## src/rtl/assert_macros.svh

```systemverilog
// ----------------------------------------------------------------------------
// assert_macros.svh
// Assertion macros used by the blink timer RTL. They expect clk and rst
// in scope.
// ----------------------------------------------------------------------------
`ifndef ASSERT_MACROS_SVH
`define ASSERT_MACROS_SVH

// Same-cycle implication, masked while reset is high.
`define ASSERT_SAME(label, ante, cons) \
  label: assert property (@(posedge clk) disable iff (rst) (ante) |-> (cons)) \
    else $error("assertion failed: same-cycle implication");

// Next-cycle implication, masked while reset is high.
`define ASSERT_NEXT(label, ante, cons) \
  label: assert property (@(posedge clk) disable iff (rst) (ante) |=> (cons)) \
    else $error("assertion failed: next-cycle implication");

`endif

```

## src/rtl/mlbt_pkg.sv

```systemverilog
// ----------------------------------------------------------------------------
// mlbt_pkg
// Shared constants and types of the multi-LED blink timer.
// ----------------------------------------------------------------------------
package mlbt_pkg;

  localparam int NUM_LEDS_DEF = 4;

  // Field widths
  localparam int OP_W    = 3;
  localparam int TIME_W  = 16;
  localparam int CYC_W   = TIME_W + 1;
  localparam int STEP_W  = $clog2(TIME_W);
  localparam int MASK_W  = 4;

  // Command codes
  localparam logic [OP_W-1:0] OP_TICK  = 3'd0;
  localparam logic [OP_W-1:0] OP_START = 3'd1;
  localparam logic [OP_W-1:0] OP_STOP  = 3'd2;
  localparam logic [OP_W-1:0] OP_ON    = 3'd3;
  localparam logic [OP_W-1:0] OP_OFF   = 3'd4;

  // Request to the serial remainder unit
  typedef struct packed {
    logic              start;
    logic [TIME_W-1:0] dividend;
    logic [CYC_W-1:0]  divisor;
  } mod_req_t;

  // Response from the serial remainder unit
  typedef struct packed {
    logic             done;
    logic [CYC_W-1:0] rem;
  } mod_rsp_t;

endpackage

```

## src/rtl/multi_led_blink_timer.sv

```systemverilog
// Sequence: direct commands (start, stop, on, off, unused codes) go from S_IDLE
//   to S_EMIT; a tick visits S_SCAN for every LED and S_MOD for each counting
//   LED with a non-zero cycle length, then S_EMIT, which waits for the output.
// Throughput: one item at a time; the 16-step serial remainder unit takes up most
//   of a tick. The next item is taken while a result waits at the output.
// Reset: synchronous, active high; all LEDs dark, counts cleared, tick off.
// ----------------------------------------------------------------------------
// multi_led_blink_timer
// Four-channel LED blink controller. A tick walks the LEDs one by one and
// runs count modulo cycle length through a shared serial remainder unit.
// ----------------------------------------------------------------------------
`include "assert_macros.svh"

module multi_led_blink_timer #(
  parameter int NUM_LEDS = mlbt_pkg::NUM_LEDS_DEF
) (
  input  logic                        clk,
  input  logic                        rst,
  // Command channel
  input  logic                        in_valid,
  output logic                        in_ready,
  input  logic [mlbt_pkg::OP_W-1:0]   op,
  input  logic [1:0]                  led_index,
  input  logic [mlbt_pkg::TIME_W-1:0] on_time,
  input  logic [mlbt_pkg::TIME_W-1:0] off_time,
  input  logic [mlbt_pkg::TIME_W-1:0] duration,
  // Result channel
  output logic                        out_valid,
  input  logic                        out_ready,
  output logic [mlbt_pkg::MASK_W-1:0] lit_mask,
  output logic                        tick_enabled
);

  localparam int IDX_W = (NUM_LEDS > 1) ? $clog2(NUM_LEDS) : 1;

  typedef enum logic [1:0] {
    S_IDLE,   // wait for an item
    S_SCAN,   // look at LED k, start the remainder unit if it is counting with a non-zero cycle length
    S_MOD,    // wait for the remainder, then update LED k
    S_EMIT    // place the result in the output register
  } state_t;

  state_t state;

  // Per-LED blink state; read at the scan pointer, remaining also in full
  logic [mlbt_pkg::CYC_W-1:0]  cycle_length [NUM_LEDS];
  logic [mlbt_pkg::TIME_W-1:0] dark_point   [NUM_LEDS];
  logic [mlbt_pkg::TIME_W-1:0] remaining    [NUM_LEDS];
  logic [NUM_LEDS-1:0]         lit;
  logic                        ticking;

  // Tick sweep
  logic [IDX_W-1:0]            k;
  logic                        all_idle;

  // Remainder unit
  mlbt_pkg::mod_req_t          mod_req;
  mlbt_pkg::mod_rsp_t          mod_rsp;

  // Decoded values
  logic [IDX_W-1:0]            cmd_idx;
  logic                        idx_ok;
  logic [mlbt_pkg::TIME_W-1:0] cur_rem;
  logic [mlbt_pkg::CYC_W-1:0]  cur_cyc;
  logic                        cur_counting;
  logic                        cur_last_tick;
  logic                        last_led;
  logic [NUM_LEDS+3:0]         lit_ext;
  logic [NUM_LEDS-1:0]         counting_vec;
  logic                        any_counting;

  // Hold the command index at the array's index width; drop out-of-range LEDs
  assign cmd_idx = IDX_W'(led_index);
  assign idx_ok  = (6'(led_index) < 6'(NUM_LEDS));

  assign cur_rem       = remaining[k];
  assign cur_cyc       = cycle_length[k];
  assign cur_counting  = (cur_rem > mlbt_pkg::TIME_W'(1));
  assign cur_last_tick = (cur_rem == mlbt_pkg::TIME_W'(1));
  assign last_led      = (k == IDX_W'(NUM_LEDS - 1));

  // Only LEDs 0..3 are reported
  assign lit_ext = {4'b0000, lit};

  always_comb begin
    for (int i = 0; i < NUM_LEDS; i++) begin
      counting_vec[i] = (remaining[i] != '0);
    end
  end
  assign any_counting = |counting_vec;

  // Start the remainder for a counting LED with a non-zero cycle length
  assign mod_req.start    = (state == S_SCAN) && cur_counting && (cur_cyc != '0);
  assign mod_req.dividend = cur_rem;
  assign mod_req.divisor  = cur_cyc;

  mlbt_mod u_mod (
    .clk (clk),
    .rst (rst),
    .req (mod_req),
    .rsp (mod_rsp)
  );

  assign in_ready = (state == S_IDLE);

  always_ff @(posedge clk) begin
    if (rst) begin
      state     <= S_IDLE;
      out_valid <= 1'b0;
      ticking   <= 1'b0;
      lit       <= '0;
      k         <= '0;
      for (int i = 0; i < NUM_LEDS; i++) begin
        remaining[i] <= '0;
      end
    end else begin
      // Drop the result once the consumer has taken it; in S_EMIT the next
      // result takes its place instead
      if (out_valid && out_ready && state != S_EMIT) begin
        out_valid <= 1'b0;
      end

      case (state)
        S_IDLE: begin
          if (in_valid) begin
            if (op == mlbt_pkg::OP_TICK) begin
              k        <= '0;
              all_idle <= 1'b1;
              state    <= S_SCAN;
            end else begin
              if (idx_ok) begin
                case (op)
                  mlbt_pkg::OP_START: begin
                    dark_point[cmd_idx]   <= off_time;
                    cycle_length[cmd_idx] <= {1'b0, on_time} + {1'b0, off_time};
                    remaining[cmd_idx]    <= duration;
                    ticking               <= 1'b1;
                    lit[cmd_idx]          <= 1'b1;
                  end
                  mlbt_pkg::OP_STOP: begin
                    remaining[cmd_idx] <= '0;
                    lit[cmd_idx]       <= 1'b0;
                  end
                  mlbt_pkg::OP_ON: begin
                    lit[cmd_idx] <= 1'b1;
                  end
                  mlbt_pkg::OP_OFF: begin
                    lit[cmd_idx] <= 1'b0;
                  end
                  default: begin
                    // unused codes leave the state alone
                  end
                endcase
              end
              state <= S_EMIT;
            end
          end
        end

        S_SCAN: begin
          if (cur_counting) begin
            all_idle <= 1'b0;
            if (cur_cyc != '0) begin
              state <= S_MOD;
            end else begin
              // Zero period: hold the level, just count down
              remaining[k] <= cur_rem - mlbt_pkg::TIME_W'(1);
              if (last_led) begin
                state <= S_EMIT;
              end else begin
                k <= k + IDX_W'(1);
              end
            end
          end else begin
            // Final tick of a blink darkens the LED and ends it
            if (cur_last_tick) begin
              lit[k]       <= 1'b0;
              remaining[k] <= '0;
            end
            if (last_led) begin
              if (all_idle) begin
                ticking <= 1'b0;
              end
              state <= S_EMIT;
            end else begin
              k <= k + IDX_W'(1);
            end
          end
        end

        S_MOD: begin
          if (mod_rsp.done) begin
            // Phase zero lights the LED, phase at the dark point darkens it
            if (mod_rsp.rem == '0) begin
              lit[k] <= 1'b1;
            end else if (mod_rsp.rem == {1'b0, dark_point[k]}) begin
              lit[k] <= 1'b0;
            end
            remaining[k] <= cur_rem - mlbt_pkg::TIME_W'(1);
            if (last_led) begin
              state <= S_EMIT;
            end else begin
              k     <= k + IDX_W'(1);
              state <= S_SCAN;
            end
          end
        end

        S_EMIT: begin
          // Wait until the output register is free or being emptied
          if (!out_valid || out_ready) begin
            out_valid    <= 1'b1;
            lit_mask     <= lit_ext[mlbt_pkg::MASK_W-1:0];
            tick_enabled <= ticking;
            state        <= S_IDLE;
          end
        end

        default: begin
          state <= S_IDLE;
        end
      endcase
    end
  end

  // After an accepted item the block is always busy in the following cycle
  `ASSERT_NEXT(a_busy_after_accept, in_valid && in_ready, !in_ready)
  // The remainder unit only reports while the sequencer is waiting on it
  `ASSERT_SAME(a_done_in_wait, mod_rsp.done, state == S_MOD)
  // With the tick source off no LED may still hold a count
  `ASSERT_SAME(a_idle_when_off, !ticking, !any_counting)

endmodule

```

## src/rtl/mlbt_mod.sv

```systemverilog
// ----------------------------------------------------------------------------
// mlbt_mod
// Serial restoring remainder unit: one dividend bit a cycle, done pulse
// after the last bit.
// ----------------------------------------------------------------------------
module mlbt_mod (
  input  logic              clk,
  input  logic              rst,
  input  mlbt_pkg::mod_req_t req,
  output mlbt_pkg::mod_rsp_t rsp
);

  typedef enum logic {
    M_IDLE,
    M_RUN
  } mod_state_t;

  mod_state_t                      state;
  logic [mlbt_pkg::TIME_W-1:0]     shift;
  logic [mlbt_pkg::CYC_W-1:0]      divisor;
  logic [mlbt_pkg::CYC_W-1:0]      rem;
  logic [mlbt_pkg::STEP_W-1:0]     step;
  logic                            done;

  logic [mlbt_pkg::CYC_W:0]        trial;
  logic [mlbt_pkg::CYC_W+1:0]      diff;

  // Shift in the next dividend bit, subtract when it fits
  assign trial = {rem, shift[mlbt_pkg::TIME_W-1]};
  assign diff  = {1'b0, trial} - {2'b00, divisor};

  always_ff @(posedge clk) begin
    if (rst) begin
      state <= M_IDLE;
      done  <= 1'b0;
    end else begin
      case (state)
        M_IDLE: begin
          done <= 1'b0;
          if (req.start) begin
            shift   <= req.dividend;
            divisor <= req.divisor;
            rem     <= '0;
            step    <= '0;
            state   <= M_RUN;
          end
        end
        M_RUN: begin
          if (diff[mlbt_pkg::CYC_W+1]) begin
            rem <= trial[mlbt_pkg::CYC_W-1:0];
          end else begin
            rem <= diff[mlbt_pkg::CYC_W-1:0];
          end
          shift <= {shift[mlbt_pkg::TIME_W-2:0], 1'b0};
          step  <= step + mlbt_pkg::STEP_W'(1);
          if (step == mlbt_pkg::STEP_W'(mlbt_pkg::TIME_W - 1)) begin
            done  <= 1'b1;
            state <= M_IDLE;
          end
        end
        default: begin
          state <= M_IDLE;
        end
      endcase
    end
  end

  assign rsp.done = done;
  assign rsp.rem  = rem;

endmodule

```

## config.mk

```make
export PLATFORM = sky130hd
export DESIGN_NAME = multi_led_blink_timer
export DESIGN_NICKNAME = d
export VERILOG_FILES = /design/src/rtl/mlbt_pkg.sv /design/src/rtl/multi_led_blink_timer.sv /design/src/rtl/mlbt_mod.sv
export VERILOG_INCLUDE_DIRS = /design/src /design/src/rtl
export SDC_FILE = /design/constraint.sdc
export NUM_CORES = 1
export LEC_CHECK = 0
export BUFFER_PORTS_ARGS = -buffer_cell sky130_fd_sc_hd__buf_4
export CORE_MARGIN = 8
export CORE_UTILIZATION = 40
export DETAILED_ROUTE_END_ITERATION = 10
export PLACE_DENSITY_LB_ADDON = 0.2
export SKIP_CTS_REPAIR_TIMING = 1
export SLEW_MARGIN = 15
export SYNTH_ARGS = -nofsm -noshare
export SYNTH_HDL_FRONTEND = slang
export SYNTH_HIERARCHICAL = 1
export SYNTH_SLANG_ARGS = --single-unit
```

## constraint.sdc

```tcl
create_clock -name clk -period 9.1 [get_ports clk]
set_input_delay 1.365 -clock clk [delete_from_list [all_inputs] [get_ports clk]]
set_output_delay 1.365 -clock clk [all_outputs]
set_load 0.02 [all_outputs]
```

# Word level (Yosys, flattened, before mapping)
# Memory sizes are Yosys's and may differ from the RTL's. A register that Yosys moved wholly into a read port is not among the register bits.
# Index checks and enable logic that the tools add are counted.
classes:
  n_eq_ne: 28
  reduce_logical: 26
  add_sub_neg: 5
  bitwise: 11
  div: 0
  muxes: 98
  mul: 0
  magnitude_cmp: 5
  shifts: 0
op_table:
  columns: ["op", "n"]
  rows:
  - ["16-bit two-way mux", 6]
  - ["1-bit two-way mux", 47]
  - ["2-bit two-way mux", 22]
  - ["17-bit two-way mux", 2]
  - ["17-bit one-hot mux with 2 select lines", 1]
  - ["4-bit two-way mux", 8]
  - ["16-bit one-hot mux with 2 select lines", 1]
  - ["16-bit OR reduction", 2]
  - ["2-bit != test, second input constant", 11]
  - ["18-bit by 17-bit subtractor with 19-bit output", 1]
  - ["16-bit by 16-bit adder with 17-bit output", 1]
  - ["17-bit by 16-bit == test with 1-bit output", 1]
  - ["17-bit logical NOT", 1]
  - ["17-bit nonzero test", 1]
  - ["16-bit by 1-bit == test with 1-bit output, second input constant", 1]
  - ["16-bit by 1-bit greater-than comparator with 1-bit output, second input constant", 1]
  - ["4-bit one-hot mux with 2 select lines", 2]
  - ["16-bit by 1-bit subtractor with 16-bit output, second input constant", 1]
  - ["4-bit one-hot mux with 3 select lines", 1]
  - ["5-bit AND reduction", 2]
  - ["3-bit != test, second input constant", 3]
  - ["3-bit AND reduction", 3]
  - ["4-bit bitwise AND", 2]
  - ["4-bit inverter", 2]
  - ["other kinds (29)", 50]
word_totals:
  ff_bits: 72
  n_memories: 3
  rom_bits: 0
  ramBits: 196
  in_bits: 57
  latchBits: 0
mem_list:
  columns: ["memory", "depth", "width", "read_ports", "rd_ports_with_merged_regs", "write_ports", "line", "source"]
  rows:
  - ["cycle_length", 4, 17, 1, 1, 1, "multi_led_blink_timer.sv:46", "logic [mlbt_pkg::CYC_W-1:0] cycle_length [NUM_LEDS];"]
  - ["dark_point", 4, 16, 1, 1, 1, "multi_led_blink_timer.sv:47", "logic [mlbt_pkg::TIME_W-1:0] dark_point [NUM_LEDS];"]
  - ["remaining", 4, 16, 1, 1, 4, "multi_led_blink_timer.sv:48", "logic [mlbt_pkg::TIME_W-1:0] remaining [NUM_LEDS];"]

# Longest topological paths before layout
logic_depth:
  word_depth: 11
  ltp_mapped: 14

# Modules after synthesis
# The synthesis kept the hierarchy.
by_module_without_submodules:
  columns: ["mod", "area_per_inst_um2", "instances", "seq_area_each_um2", "cells_per_inst"]
  rows:
  - ["multi_led_blink_timer", 10203.5, 1, 6306.0, 663]
  - ["mlbt_mod", 3150.5, 1, 1661.6, 256]

# Least setup slack after synthesis
# Ideal clock, no wire load.
synth_path:
  kind: "reg2reg"
  start: "register (tool-made name)"
  end: "register u_mod/rem[0] (netlist bit) (enable)"
  arrival_ps: 4351
  stages_incl_launch_ff: 13
  period_less_slack_ps: 4784
  setup_time_ps: 433
  setup_slack_ps: 4316
  path_buffers: 5
  cell_sequence: "dfxtp_1 > buf_2 > buf_2 > clkbuf_1 > clkbuf_1 > mux4_2 > inv_1 > ha_1 > clkbuf_1 > o2111a_1 > nor3_1 > nor2_1 > nor2_1"
synth_lines:
  columns: ["element", "line", "source"]
  rows:
  - ["end signal: assignment", "mlbt_mod.sv:50", "rem <= trial[mlbt_pkg::CYC_W-1:0];"]
  - ["end signal: assignment", "mlbt_mod.sv:52", "rem <= diff[mlbt_pkg::CYC_W-1:0];"]
  - ["end: declaration", "mlbt_mod.sv:21", "logic [mlbt_pkg::CYC_W-1:0] rem;"]

==> flow_summary.ini <==
[status]
status = complete, no violations

[worst_setup_path]
setup.worst_path.end_class = flip-flop
worst-setup-path-type = reg2reg
reg2reg_to = remaining[2][14]$_SDFFCE_PN0P_
critPathMaxFanout = 49
rrSetupSlack_ns = 4.07
critical_path_source_type = flip-flop
worst_ep_required_time_ns = 9.19
cp-endpoint = remaining[2][14]$_SDFFCE_PN0P_
r2r.worst_path.cells = 7
worstPathArrival_ns = 5.12

[pwr]
p_comb_share_pct = 26.6
internal-power_mw = 2.61
p_switching_mw = 1.14
power.share.clock_pct = 30.2
power.leakage_nw = 5.32
p_per_area_nw_per_um2 = 248
power.switching_fraction_pct = 30.4
ir_drop_mv = 0.122
pwr-share-seq_pct = 43.2

[yosys]
syn_inst = 919
synth_enable_flop_cells = 256
syn_area_sq_um = 13400
top_flip_flop_cell_by_instance_count_after_synthesis = sky130_fd_sc_hd__edfxtp_1
synth_warnings = 6
synth_nets = 1018
synth_seq_cells = 270
synth.avg_cell_area_sq_um = 14.5
netlist-cell-type-count = 84
synth.yosys.seq_area_share_pct = 59.7
postSynth.asyncResetShare_pct = 0

[sta]
clock_skew_ns = 0.0117
min_period_ns = 5.03
rsz_0062_raised_after_global_routing = no
slew_viol_final = 0
final_min_period_over_clock_period_pct = 55.3
tns_ns = 0
worst_slew_margin_rel_pct = 22.5
finalHoldViolations = 0
final_count_of_negative_setup_slack_endpoints = 0
fmax_mhz = 199
worst-slew-pin-transition_ns = 1.16

[global_routing]
grt_pass1_wl_mm = 47.2
number_of_global_route_vias_before_repair = 7971
total_global_route_track_usage_pct = 15.3
globalRoute.totalOverflow = 0
grt_start_max_net_pins = 50
grt_antenna_before_repair = 0

[floorplan]
die_height_um = 199
floorplan.rows = 67
initial_core_util_pct = 40.2
core_area_sq_um = 33200
die-width_um = 199
die_area_sq_um = 39500
io_pins = 64

[final_layout]
final_util_pct = 45.7
diodes = 0
design.final.nets = 1090
synthToLayoutAreaGrowth_pct = 13.7
fill_cells = 3014
layout-drive-gt1-share_pct = 20.1

[clocking]
maximum_clock_path_buffer_count = 3
clock_insertion_delay_worst_skew_ns = 0.54
clock_tree.root_cell = sky130_fd_sc_hd__clkbuf_16
cts_buffers = 28
cts_htree_levels = 1
cts.reportedPaths.clkPinSlew_ns = 0.06
cts_tree = built
tritoncts_num_sinks = 270

[placed_design]
gp_routability_congestion = 0.824
place.detailed.hpwl_mm = 20.3
io_buffers = 63

[routing]
residual_antenna_violating_net_count_after_detailed_routing = 0
drt-wirelength-per-cell_um = 20.6
drc_errors = 0
drt_first_pass_iters = 5
first_iteration_detailed_routing_drc_count = 765
vias_per_cell = 5.38
total_length_of_routed_wires_mm = 30.1
detailroute.via_count = 7858

[worst_hold_path]
hp-class = reg2reg

[job]
max-cap-violations = 0
-- registers in the layout, indices dropped and copies added (netlist names), named ones only --
register and flops:
all_idle 1, cycle_length 68, dark_point 64, k 2, lit_mask 4, out_valid 1, remaining 64, state 2
tick_enabled 1, ticking 1, u_mod/divisor 17, u_mod/done 1, u_mod/rem 17, u_mod/shift 16, u_mod/state 1, u_mod/step 4
-- kinds of logic after synthesis --
group / Yosys count / share of synthesized area [%]
flops: 270 / 59.7
mux: 81 / 11.6
xor+xnor: 59 / 3.87
buf+inv: 82 / 3.22
fa+ha+maj: 42 / 4.05
simple gates: 248 / 9.38
compound gates: 137 / 8.24
-- final cells by class --
class	count	area, sq um	area share, %
Inverter	52	195	1.29
Clock buffer	32	737	4.86
Sequential cell	270	7970	52.5
Tap cell	448	561	3.69
Multi-Input combinational cell	567	5000	32.9
Clock inverter	20	176	1.16
Timing Repair Buffer	72	541	3.56
-- power by group through the flow --
| stage | Combinational, mW | Clock (mW) | Sequential, mW |
|---|---|---|---|
| floorplan | 0.825 | 0 | 1.58 |
| global placement | 0.988 | 0 | 1.66 |
| detailed placement | 0.994 | 0 | 1.65 |
| CTS | 0.999 | 1.16 | 1.63 |
| global route | 1.09 | 1.21 | 1.65 |
| finish | 0.998 | 1.13 | 1.62 |
-- critical path, stage by stage (launching register included) --
cell and delay, ns:
sky130_fd_sc_hd__dfxtp_4 1.00, sky130_fd_sc_hd__mux4_1 0.75, sky130_fd_sc_hd__nor4_2 0.50, sky130_fd_sc_hd__and2_1 0.50, sky130_fd_sc_hd__a311oi_4 0.21, sky130_fd_sc_hd__a21oi_4 0.34, sky130_fd_sc_hd__mux2i_4 0.63, sky130_fd_sc_hd__nand2_1 0.64
-- worst min-delay path by stage --
stage / endpoint / slack (ns) / cells after the start
final: lit_mask[3]$_DFFE_PP_ / 0.48 / 0
after detailed placement: lit_mask[2]$_DFFE_PP_ / 0.46 / 0
after global placement: tick_enabled$_DFFE_PP_ / 0.46 / 0
after global routing: lit_mask[1]$_DFFE_PP_ / 0.50 / 0
after CTS: lit_mask[2]$_DFFE_PP_ / 0.47 / 0
after floorplan: tick_enabled$_DFFE_PP_ / 0.40 / 0
-- synth_stat cells, types with 5 or more instances --
master | instances | area [sq um]
sky130_fd_sc_hd__a211oi_1 | 5 | 37.5
sky130_fd_sc_hd__a21o_1 | 7 | 52.6
sky130_fd_sc_hd__a21oi_1 | 31 | 155
sky130_fd_sc_hd__a2bb2oi_1 | 6 | 52.6
sky130_fd_sc_hd__a2bb2oi_2 | 10 | 150
sky130_fd_sc_hd__buf_2 | 5 | 25.0
sky130_fd_sc_hd__buf_4 | 6 | 45.0
sky130_fd_sc_hd__buf_6 | 6 | 67.6
sky130_fd_sc_hd__clkbuf_1 | 10 | 37.5
sky130_fd_sc_hd__dfxtp_1 | 14 | 280
sky130_fd_sc_hd__edfxtp_1 | 256 | 7690
sky130_fd_sc_hd__ha_1 | 40 | 500
sky130_fd_sc_hd__inv_1 | 50 | 188
sky130_fd_sc_hd__mux2_2 | 17 | 191
sky130_fd_sc_hd__mux2i_1 | 12 | 120
sky130_fd_sc_hd__mux4_1 | 19 | 499
sky130_fd_sc_hd__mux4_2 | 30 | 676
sky130_fd_sc_hd__nand2_1 | 37 | 139
sky130_fd_sc_hd__nand2b_1 | 6 | 37.5
sky130_fd_sc_hd__nand3_1 | 16 | 80.1
sky130_fd_sc_hd__nand3b_1 | 6 | 45.0
sky130_fd_sc_hd__nand4_1 | 8 | 50.1
sky130_fd_sc_hd__nor2_1 | 103 | 387
sky130_fd_sc_hd__nor2b_1 | 10 | 62.6
sky130_fd_sc_hd__nor3_1 | 16 | 80.1
sky130_fd_sc_hd__nor3b_1 | 6 | 45.0
sky130_fd_sc_hd__nor4_1 | 9 | 56.3
sky130_fd_sc_hd__o211ai_1 | 7 | 52.6
sky130_fd_sc_hd__o21a_1 | 8 | 60.1
sky130_fd_sc_hd__o21ai_0 | 15 | 75.1
sky130_fd_sc_hd__or3_1 | 6 | 37.5
sky130_fd_sc_hd__xnor2_1 | 23 | 201
sky130_fd_sc_hd__xor2_1 | 36 | 315
-- per-layer routing --
metal	global-route usage, %	wire length [um]	up-vias
met2	23.7	13600	166
met1	22.6	14800	3972
met3	2.37	1400	26
li1	-	-	3694
met5	0	0	-
met4	3.32	361	0
-- stage by stage --
| step | setup slack (ns) | std cells | total power, mW | hold slack, ns | cell area (sq um) |
|---|---|---|---|---|---|
| 2_1_floorplan | 4.32 | 919 | 2.41 | 0.402 | 13400 |
| 3_3_place_gp | 4.18 | 1409 | 2.64 | 0.456 | 14300 |
| 3_5_place_dp | 4.04 | 1409 | 2.65 | 0.457 | 14300 |
| 4_1_cts | 4.00 | 1461 | 3.79 | 0.472 | 15200 |
| 5_1_grt | 3.71 | 1461 | 3.95 | 0.499 | 15200 |
| 6_report | 4.07 | 1461 | 3.76 | 0.477 | 15200 |
-- cells in the final DEF (no fill, tap or decap), drive strengths merged, types with 4 or more instances in the layout --
cell type    n
nor3        16
mux2i       14
clkinv      17
a21o         7
nand3b       6
a211oi       7
nand2       37
buf         72
nand3       17
edfxtp     256
mux4        49
a31oi        5
nand4        8
clkbuf      32
nor2       103
a2bb2oi     16
o21ai       20
or3          6
a21oi       34
o21a         8
and2         4
dfxtp       14
xnor2       23
xor2        36
mux2        18
ha          40
nor3b        7
nor4        12
inv         51
o211ai       9
nand2b       7
nor2b       11
Note: power is estimated with default switching activity, not from simulation.
